[src/rtl/gosd_pkg.sv]
// Shared types and constants of the grain onset span detector.
package gosd_pkg;

   // Fixed field widths
   localparam int SampleBits = 16;
   localparam int MagBits    = SampleBits + 1;
   localparam int FrameBits  = 32;
   localparam int QuietBits  = 32;
   localparam int GateBits   = 10;
   localparam int HoleBits   = 21;
   localparam int SpliceBits = 16;
   localparam int ChanBits   = 2;
   localparam int CmdBits    = 2;
   localparam int KindBits   = 2;
   localparam int CsrIdxBits = 2;
   localparam int CsrBits    = 21;
   localparam int SpanBits   = FrameBits + 3;
   localparam int RspDepth   = 4;
   localparam int RspPtrBits = 2;
   localparam int RspCntBits = 3;

   // Input commands
   localparam logic [CmdBits-1:0] CMD_PEAK   = 2'd0;
   localparam logic [CmdBits-1:0] CMD_DETECT = 2'd1;
   localparam logic [CmdBits-1:0] CMD_END    = 2'd2;

   // Result kinds
   localparam logic [KindBits-1:0] KIND_SPAN      = 2'd0;
   localparam logic [KindBits-1:0] KIND_DONE_OK   = 2'd1;
   localparam logic [KindBits-1:0] KIND_DONE_FEW  = 2'd2;

   // Configuration register indexes
   localparam logic [CsrIdxBits-1:0] REG_GATE_FRAC   = 2'd0;
   localparam logic [CsrIdxBits-1:0] REG_MIN_HOLE    = 2'd1;
   localparam logic [CsrIdxBits-1:0] REG_HALF_SPLICE = 2'd2;
   localparam logic [CsrIdxBits-1:0] REG_CHANNELS    = 2'd3;

   // One result item
   typedef struct packed {
      logic [KindBits-1:0]  kind;
      logic [FrameBits-1:0] span_length;
      logic [FrameBits-1:0] span_start;
      logic                 is_last;
   } rsp_item_type;

   // Magnitude of a two's complement sample, most negative value held exactly
   function automatic logic [MagBits-1:0] sample_mag(input logic [SampleBits-1:0] s);
      logic [MagBits-1:0] ext;
      ext = {s[SampleBits-1], s};
      return s[SampleBits-1] ? MagBits'(~ext + MagBits'(1)) : ext;
   endfunction

endpackage

[src/rtl/grain_onset_span_detector_top.sv]
// Each item is registered at the input; when the registered item fires, its results are
// written into the output queue, and rsp_tvalid is high while the queue is not empty.
// Throughput: one item per cycle; the end command writes up to two results together
// through the four-entry output queue, which stalls the input when it holds three or more.
// Reset: synchronous, active high; registers return to their defaults, detector
// state and output queue are cleared. The end command also clears detector state.
module grain_onset_span_detector_top
   import gosd_pkg::*;
(
   input  logic                  clock,
   input  logic                  reset,
   // Configuration write port
   input  logic                  csr_wr_en,
   input  logic [CsrIdxBits-1:0] csr_index,
   input  logic [CsrBits-1:0]    csr_wdata,
   // Input items
   input  logic                  req_tvalid,
   output logic                  req_tready,
   input  logic [31:0]           req_tdata,  // sample_a[15:0], sample_b[31:16]
   input  logic [CmdBits-1:0]    req_tuser,  // cmd[1:0]
   // Result items
   output logic                  rsp_tvalid,
   input  logic                  rsp_tready,
   output logic [63:0]           rsp_tdata,  // span_start[31:0], span_length[63:32]
   output logic [KindBits-1:0]   rsp_tuser,  // kind[1:0]
   output logic                  rsp_tlast   // is_last
);

   // Configuration registers
   logic [GateBits-1:0]   gate_frac_ff;
   logic [HoleBits-1:0]   min_hole_ff;
   logic [SpliceBits-1:0] half_splice_ff;
   logic [ChanBits-1:0]   channels_ff;

   always_ff @(posedge clock) begin
      if (reset) begin
         gate_frac_ff   <= GateBits'(307);
         min_hole_ff    <= HoleBits'(1536);
         half_splice_ff <= SpliceBits'(360);
         channels_ff    <= ChanBits'(2);
      end else if (csr_wr_en) begin
         unique case (csr_index)
            REG_GATE_FRAC:   gate_frac_ff   <= csr_wdata[GateBits-1:0];
            REG_MIN_HOLE:    min_hole_ff    <= csr_wdata[HoleBits-1:0];
            REG_HALF_SPLICE: half_splice_ff <= csr_wdata[SpliceBits-1:0];
            REG_CHANNELS:    channels_ff    <= csr_wdata[ChanBits-1:0];
            default: ;
         endcase
      end
   end

   // Input register
   logic                  in_valid_ff;
   logic [CmdBits-1:0]    in_cmd_ff;
   logic [SampleBits-1:0] in_a_ff;
   logic [SampleBits-1:0] in_b_ff;
   logic                  fire;
   logic [RspCntBits-1:0] count_ff;

   assign fire       = in_valid_ff && (count_ff <= RspCntBits'(RspDepth - 2));
   assign req_tready = !in_valid_ff || fire;

   always_ff @(posedge clock) begin
      if (reset) begin
         in_valid_ff <= 1'b0;
      end else if (req_tready) begin
         in_valid_ff <= req_tvalid;
      end
   end

   always_ff @(posedge clock) begin
      if (req_tready && req_tvalid) begin
         in_cmd_ff <= req_tuser;
         in_a_ff   <= req_tdata[SampleBits-1:0];
         in_b_ff   <= req_tdata[2*SampleBits-1:SampleBits];
      end
   end

   // Detector state
   logic [MagBits-1:0]   peak_ff,   peak_in;
   logic [FrameBits-1:0] frame_ff,  frame_in;
   logic [QuietBits-1:0] quiet_ff,  quiet_in;
   logic                 seen_ff,   seen_in;
   logic [FrameBits-1:0] onset_ff,  onset_in;
   logic [1:0]           kept_ff,   kept_in;

   // Per-item datapath
   logic [MagBits-1:0]            mag_a, mag_b;
   logic                          two_lanes;
   logic [GateBits+MagBits-1:0]   gate_prod;
   logic [MagBits-1:0]            gate;
   logic                          in_grain;
   logic [HoleBits-1:0]           hole;
   logic                          hole_met;
   logic signed [SpanBits-1:0]    start_raw, span_start, det_end, span_end, span_diff;
   logic                          span_keep;
   logic [1:0]                    push_n;
   rsp_item_type                  push0, push1;
   rsp_item_type                  span_item, done_item;
   logic [1:0]                    kept_inc;

   assign mag_a     = sample_mag(in_a_ff);
   assign mag_b     = sample_mag(in_b_ff);
   assign two_lanes = channels_ff[1];
   assign gate_prod = gate_frac_ff * peak_ff;
   assign gate      = gate_prod[GateBits+MagBits-1:GateBits];
   assign in_grain  = (peak_ff != '0) && ((mag_a > gate) || (two_lanes && (mag_b > gate)));
   assign hole      = (min_hole_ff == '0) ? HoleBits'(1) : min_hole_ff;
   assign hole_met  = quiet_ff >= QuietBits'(hole);

   // Span bounds: start clamps at zero, end is the next onset less the splice or
   // the source length on the end command
   assign start_raw  = $signed({3'b000, onset_ff}) - $signed(SpanBits'(half_splice_ff));
   assign span_start = start_raw[SpanBits-1] ? '0 : start_raw;
   assign det_end    = $signed({3'b000, frame_ff}) - $signed(SpanBits'(half_splice_ff));
   assign span_end   = (in_cmd_ff == CMD_END) ? $signed({3'b000, frame_ff}) : det_end;
   assign span_diff  = span_end - span_start;
   assign span_keep  = !span_diff[SpanBits-1] && (span_diff[SpanBits-2:1] != '0);
   assign kept_inc   = (kept_ff == 2'd2) ? kept_ff : kept_ff + 2'd1;

   always_comb begin
      span_item.kind        = KIND_SPAN;
      span_item.span_start  = span_start[FrameBits-1:0];
      span_item.span_length = span_diff[FrameBits-1:0];
      span_item.is_last     = 1'b1;
      done_item.kind        = KIND_DONE_FEW;
      done_item.span_start  = '0;
      done_item.span_length = '0;
      done_item.is_last     = 1'b1;
   end

   // Next state and result pushes
   always_comb begin
      peak_in  = peak_ff;
      frame_in = frame_ff;
      quiet_in = quiet_ff;
      seen_in  = seen_ff;
      onset_in = onset_ff;
      kept_in  = kept_ff;
      push_n   = 2'd0;
      push0    = span_item;
      push1    = done_item;
      if (fire) begin
         unique case (in_cmd_ff)
            CMD_PEAK: begin
               if (mag_a > peak_in) begin
                  peak_in = mag_a;
               end
               if (two_lanes && (mag_b > peak_in)) begin
                  peak_in = mag_b;
               end
            end
            CMD_DETECT: begin
               if (in_grain) begin
                  if (!seen_ff) begin
                     seen_in  = 1'b1;
                     onset_in = frame_ff;
                  end else if (hole_met) begin
                     onset_in = frame_ff;
                     if (span_keep) begin
                        push_n  = 2'd1;
                        kept_in = kept_inc;
                     end
                  end
                  quiet_in = '0;
               end else if (seen_ff && (quiet_ff != '1)) begin
                  quiet_in = quiet_ff + QuietBits'(1);
               end
               if (frame_ff != '1) begin
                  frame_in = frame_ff + FrameBits'(1);
               end
            end
            CMD_END: begin
               // Emit the final span if long enough, then the done status
               if (seen_ff && span_keep) begin
                  push0.is_last = 1'b0;
                  push1.kind    = (kept_inc == 2'd2) ? KIND_DONE_OK : KIND_DONE_FEW;
                  push_n        = 2'd2;
               end else begin
                  push0      = done_item;
                  push0.kind = (kept_ff == 2'd2) ? KIND_DONE_OK : KIND_DONE_FEW;
                  push_n     = 2'd1;
               end
               peak_in  = '0;
               frame_in = '0;
               quiet_in = '0;
               seen_in  = 1'b0;
               onset_in = '0;
               kept_in  = '0;
            end
            default: ;
         endcase
      end
   end

   always_ff @(posedge clock) begin
      if (reset) begin
         peak_ff  <= '0;
         frame_ff <= '0;
         quiet_ff <= '0;
         seen_ff  <= 1'b0;
         onset_ff <= '0;
         kept_ff  <= '0;
      end else begin
         peak_ff  <= peak_in;
         frame_ff <= frame_in;
         quiet_ff <= quiet_in;
         seen_ff  <= seen_in;
         onset_ff <= onset_in;
         kept_ff  <= kept_in;
      end
   end

   // Output queue: up to two writes and one read per cycle
   rsp_item_type          queue_ff [RspDepth];
   logic [RspPtrBits-1:0] wr_ptr_ff, rd_ptr_ff;
   logic [RspPtrBits-1:0] wr_ptr_next;
   logic                  pop;
   rsp_item_type          head;

   assign wr_ptr_next = wr_ptr_ff + RspPtrBits'(1);
   assign head        = queue_ff[rd_ptr_ff];
   assign rsp_tvalid  = (count_ff != '0);
   assign pop         = rsp_tvalid && rsp_tready;
   assign rsp_tdata   = {head.span_length, head.span_start};
   assign rsp_tuser   = head.kind;
   assign rsp_tlast   = head.is_last;

   always_ff @(posedge clock) begin
      if (push_n != 2'd0) begin
         queue_ff[wr_ptr_ff] <= push0;
      end
      if (push_n == 2'd2) begin
         queue_ff[wr_ptr_next] <= push1;
      end
   end

   always_ff @(posedge clock) begin
      if (reset) begin
         wr_ptr_ff <= '0;
         rd_ptr_ff <= '0;
         count_ff  <= '0;
      end else begin
         wr_ptr_ff <= wr_ptr_ff + RspPtrBits'(push_n);
         rd_ptr_ff <= rd_ptr_ff + RspPtrBits'(pop);
         count_ff  <= count_ff + RspCntBits'(push_n) - RspCntBits'(pop);
      end
   end

   // Checks
   a_queue_bound: assert property (@(posedge clock) disable iff (reset)
      count_ff <= RspCntBits'(RspDepth))
      else $error("output queue over capacity");

   a_double_push_end: assert property (@(posedge clock) disable iff (reset)
      (push_n == 2'd2) |-> (fire && (in_cmd_ff == CMD_END)))
      else $error("two results pushed by a non-end item");

   a_end_clears: assert property (@(posedge clock) disable iff (reset)
      (fire && (in_cmd_ff == CMD_END)) |=> (!seen_ff && (kept_ff == 2'd0) && (peak_ff == '0)))
      else $error("end command did not clear detector state");

   a_kept_sat: assert property (@(posedge clock) disable iff (reset)
      kept_ff != 2'd3)
      else $error("kept grain count beyond saturation");

endmodule
[config.mk]
export PLATFORM = sky130hd
export DESIGN_NAME = grain_onset_span_detector_top
export DESIGN_NICKNAME = d
export VERILOG_FILES = /design/src/rtl/gosd_pkg.sv /design/src/rtl/grain_onset_span_detector_top.sv
export SDC_FILE = /design/constraint.sdc
export NUM_CORES = 2
export LEC_CHECK = 0
export BUFFER_PORTS_ARGS = -buffer_cell sky130_fd_sc_hd__buf_4
export CORE_UTILIZATION = 50
export CTS_CLUSTER_SIZE = 25
export DETAILED_ROUTE_END_ITERATION = 6
export GPL_ROUTABILITY_DRIVEN = 0
export PLACE_DENSITY = 0.76
export REMOVE_ABC_BUFFERS = 1
export SLEW_MARGIN = 0
export SYNTH_ARGS = -nofsm -noshare
export SYNTH_HDL_FRONTEND = slang
export SYNTH_SLANG_ARGS = --single-unit
[constraint.sdc]
create_clock -name clock -period 9.2 [get_ports clock]
set_input_delay 1.38 -clock clock [delete_from_list [all_inputs] [get_ports clock]]
set_output_delay 1.38 -clock clock [all_outputs]
set_load 0.005 [all_outputs]
==> results_tabular.tex <==
\begin{tabular}{lr}
\hline
Metric & Value \\
\hline
\multicolumn{2}{l}{\textbf{Layout}} \\
\quad Antenna diodes & 0 \\
\quad Most common library cell in the layout ignoring fill and taps & sky130\_fd\_sc\_hd\_\_nand2\_1 \\
\quad Ratio of cells with drive above 1 in the final layout & 11.0\% \\
\quad Final layout net count & 4055 \\
\quad Commonest cells after routing, fill and taps aside & sky130\_fd\_sc\_hd\_\_nand2\_1 (505), sky130\_fd\_sc\_hd\_\_dfxtp\_1 (417), sky130\_fd\_sc\_hd\_\_mux2i\_1 (294) \\
\quad Area overhead of the layout relative to synthesis & 11.0\% \\
\quad Number of filler cells placed in the layout & between 5000 and 6000 \\
\multicolumn{2}{l}{\textbf{Clock network}} \\
\quad Clock tree from TritonCTS & yes \\
\quad Clock edge transition at the registers on the reported setup and hold paths & 0.06 ns \\
\quad CTS max path bufs & 3 \\
\quad Root buffer cell & sky130\_fd\_sc\_hd\_\_clkbuf\_16 \\
\quad CTS sink count & around 470 \\
\quad Number of buffers added by the clock tree synthesis step & 50 \\
\quad H-tree depth & 2 \\
\quad Hold Buf Count CTS & 0 \\
\quad Insertion delay of the later-clocked pin in the worst-skew pair & approximately 0.62 ns \\
\multicolumn{2}{l}{\textbf{Hold path}} \\
\quad Endpoint of the worst hold-timing path & queue\_ff[3][6] \\
\quad Type of the most critical hold path & reg -> reg \\
\quad Worst hold path depth & 2 \\
\quad Hold path startpoint & queue\_ff[3][6] \\
\multicolumn{2}{l}{\textbf{Timing}} \\
\quad Maximum clock skew at final layout & 0.0469 ns \\
\quad Number of failing hold endpoints at the final stage & 0 \\
\quad Slew at the pin with the worst max-slew slack & 1.23 ns \\
\quad Max-slew headroom & 17.9\% \\
\quad Final Max Slew Viols & 0 \\
\quad Endpoints failing setup & 0 \\
\quad Minimum setup slack in the final design & between 0.5 and 0.6 ns \\
\quad Post-layout min period & 8.68 ns \\
\quad Period Utilization, post-route & 94.3\% \\
\quad Highest Clock Rate & around 120 MHz \\
\quad Setup repair after global routing missed its margin & false \\
\multicolumn{2}{l}{\textbf{Routing}} \\
\quad Routed length per placed instance & 18.4 µm \\
\quad Final wirelength & 83.4 mm \\
\quad Detail-routed via count per cell & 5.86 \\
\quad Number of detailed-routing iterations run before antenna repair & 6 \\
\quad Remaining number of nets flagged by the antenna check after routing & 0 \\
\quad DRC errors left & 0 \\
\quad Iter 0 DRT Violations & approximately 2300 \\
\quad Vias & 26600 \\
\multicolumn{2}{l}{\textbf{Pwr}} \\
\quad Standby leakage power & 16.3 nW \\
\quad Combinational share of power & 22.1\% \\
\quad Internal power component & roughly 4 mW \\
\quad Part of the total power dissipated in the clock network & between 30\% and 40\% \\
\quad Power per cell area & $\sim$150 nW/µm² \\
\quad Power share of the sequential group & just over 40\% \\
\quad Switching share of power & between 30\% and 40\% \\
\quad Total chip power & between 5 and 6 mW \\
\quad Worst-case vdd ir drop & about 0.18 mV \\
\quad Sw power & 1.69 mW \\
\multicolumn{2}{l}{\textbf{Global route}} \\
\quad Overall fraction of global-route tracks in use & between 20\% and 30\% \\
\quad Largest net degree at the start of global routing & 76 \\
\quad Number of antenna violations at the first check in global routing & 0 \\
\quad Total congestion overflow after global routing & 0 \\
\quad Via count of the first global-routing pass & 26100 \\
\quad Global-route wire length before repair & between 100 and 150 mm \\
\multicolumn{2}{l}{\textbf{Critical path}} \\
\quad Crit path kind & reg -> reg \\
\quad Critical path's most frequent cell & sky130\_fd\_sc\_hd\_\_fa\_1 \\
\quad Worst reg2reg endpoint & queue\_ff[2][28] \\
\quad Arr. time, crit path & roughly 9.2 ns \\
\quad Flop2flop setup slack & 0.52 ns \\
\quad Type of destination of the critical path & flip-flop \\
\quad Cell depth of the worst flop-to-flop path & 33 \\
\quad Critical Path RT & 9.69 ns \\
\quad Launch instance of the worst register-to-register path & gate\_frac\_ff[3] \\
\quad Worst Path Max Fanout & 72 \\
\quad Kind of launch point of the worst setup path & flip-flop \\
\quad Slowest stage cell, crit path & sky130\_fd\_sc\_hd\_\_fa\_1 \\
\quad Worst path max stage delay & 0.56 ns \\
\multicolumn{2}{l}{\textbf{Status}} \\
\quad Outcome & completed \\
\multicolumn{2}{l}{\textbf{Logic synthesis}} \\
\quad Post-synth top area cell & sky130\_fd\_sc\_hd\_\_dfxtp\_1 \\
\quad Proportion of register bits with asynchronous set or reset after synthesis & 0\% \\
\quad Register area share after synthesis & 30.5\% \\
\quad Yosys warnings & 0 \\
\quad Unique masters post-synth & a little over 80 \\
\quad Mapped Cells & about 3600 \\
\quad Share of Yosys cell area claimed by the top area cell type & 26.6\% \\
\quad Post-synth design cell area & 32500 µm² \\
\quad Main synth FF type & sky130\_fd\_sc\_hd\_\_dfxtp\_1 \\
\quad Number of register bits inferred by synthesis & 474 \\
\quad Biggest area contributors in the synthesized netlist & sky130\_fd\_sc\_hd\_\_dfxtp\_1 (27\%), sky130\_fd\_sc\_hd\_\_mux2i\_1 (9.0\%), sky130\_fd\_sc\_hd\_\_ha\_1 (8.5\%), sky130\_fd\_sc\_hd\_\_fa\_1 (7.4\%), sky130\_fd\_sc\_hd\_\_nand2\_1 (5.8\%) \\
\quad Mean Syn Cell Area & 9.00 µm² \\
\quad Number of enable flip-flop cells after synthesis & 42 \\
\multicolumn{2}{l}{\textbf{Die}} \\
\quad Initial Util & 50.5\% \\
\quad Die extent in x & 257 µm \\
\quad Die height & roughly 260 µm \\
\quad Core outline area & 64300 µm² \\
\quad Number of standard-cell rows in the floorplan & between 90 and 100 \\
\quad Area of the die & 66100 µm² \\
\quad IO Count & 131 \\
\multicolumn{2}{l}{\textbf{Place}} \\
\quad IO Port Bufs & 130 \\
\quad Worst slack after detailed placement & 0.146 ns \\
\quad Half-perimeter wire length after detailed placement & between 60 and 70 mm \\
\multicolumn{2}{l}{\textbf{Run}} \\
\quad Number of max-cap violations & 0 \\
\hline
\end{tabular}
[state kept, by name (all words and copies together), names as in the netlist]
| register | count |
|---|---|
| channels_ff | 1 |
| count_ff | 3 |
| frame_ff | 32 |
| gate_frac_ff | 10 |
| half_splice_ff | 16 |
| in_a_ff | 16 |
| in_b_ff | 16 |
| in_cmd_ff | 2 |
| in_valid_ff | 1 |
| kept_ff | 2 |
| min_hole_ff | 21 |
| onset_ff | 32 |
| peak_ff | 17 |
| queue_ff | 268 |
| quiet_ff | 32 |
| rd_ptr_ff | 2 |
| seen_ff | 1 |
| wr_ptr_ff | 2 |
[cell usage after synthesis, drive strengths merged (15+ instances only)]
cell type and number:
and3 25, or3 22, a22oi 16, ha 221, nand4 87, nor2b 28, o21ai 204, clkbuf 149
mux4 67, nor4 29, xnor2 92, a21o 34, xor2 72, nor3 28, nand2b 46, o31ai 21
o21bai 18, mux2i 294, fa 121, buf 69, nor2 154, o21a 27, nand2 505, nand3 82
inv 251, o211ai 15, edfxtp 42, a211oi 19, and2 95, a21oi 163, dfxtp 432
[per-layer routing]
metal  vias to the layer above  GRT usage, %  routed length, µm
li1                      12700             -                  -
met5                         -             0                  0
met2                       892          40.3              38100
met4                         0          7.72               2100
met1                     12900          34.8              37700
met3                       157          3.45               5570
[cells by family after synthesis]
family / synth area share, %
AND/OR/NAND/NOR: 17.2
AO/OA/AOI/OAI: 12.2
flip-flops: 30.5
buffers and inverters: 5.76
multiplexers: 13.8
adder cells (fa/ha/maj): 15.9
XOR/XNOR: 4.49
other: 0.0115
[worst max-delay path, delay by kind of cell, from the launching register on]
family | cells | cell delay, ns
multiplexers | 1 | 0.12
adder cells (fa/ha/maj) | 7 | 3.21
flip-flops | 1 | 0.38
AO/OA/AOI/OAI | 13 | 2.87
buffers and inverters | 7 | 1.05
AND/OR/NAND/NOR | 4 | 0.60
XOR/XNOR | 1 | 0.26
[final cells by class]
class                      instances  area, µm²  share of cell area [%]
clock buffer                      74       1520                    4.22
clock inverter                    17        193                   0.534
multi-input combinational       2675      20800                    57.7
sequential                       474       9930                    27.5
tap                              855       1070                    2.96
timing repair buffer             199       1610                    4.47
inverter                         251        942                    2.61
[metrics by stage]
step	hold WS (ns)	utilization [%]	area, µm²	setup TNS, ns	std cells
floorplan	0.426	-	31600	-238.50	3400
global placement	0.442	53.3	34300	0	4451
detailed placement	0.448	53.3	34300	0	4451
CTS	0.457	56.0	36000	0	4542
global route	0.469	56.1	36100	0	4545
finish	0.454	56.1	36100	0	4545
[power groups by stage]
stage | registers [mW] | logic, mW | clock network [mW]
detailed placement | 2.30 | 1.20 | 0
global placement | 2.29 | 1.18 | 0
CTS | 2.25 | 1.21 | 2.12
floorplan | 2.31 | 0.783 | 0
global route | 2.27 | 1.35 | 2.21
finish | 2.25 | 1.23 | 2.10
[worst max-delay path by stage]
stage	from	depth (start not counted)	slack, ns	to
floorplan	gate_frac_ff[3]	31	-1.72	queue_ff[1][65]
global placement	gate_frac_ff[9]	32	0.39	count_ff[1]
detailed placement	gate_frac_ff[9]	31	0.15	queue_ff[2][47]
CTS	gate_frac_ff[9]	32	0.07	queue_ff[2][28]
global route	gate_frac_ff[3]	33	0.03	queue_ff[2][28]
finish	gate_frac_ff[3]	33	0.52	queue_ff[2][28]
[repair_timing]
item                                   CTS  global route
endpoints found under the hold margin    0             0
setup endpoints to repair                0           292
gates resized for setup                  0            18
buffers inserted                         0             3
Power figures use the tool's default switching activity.
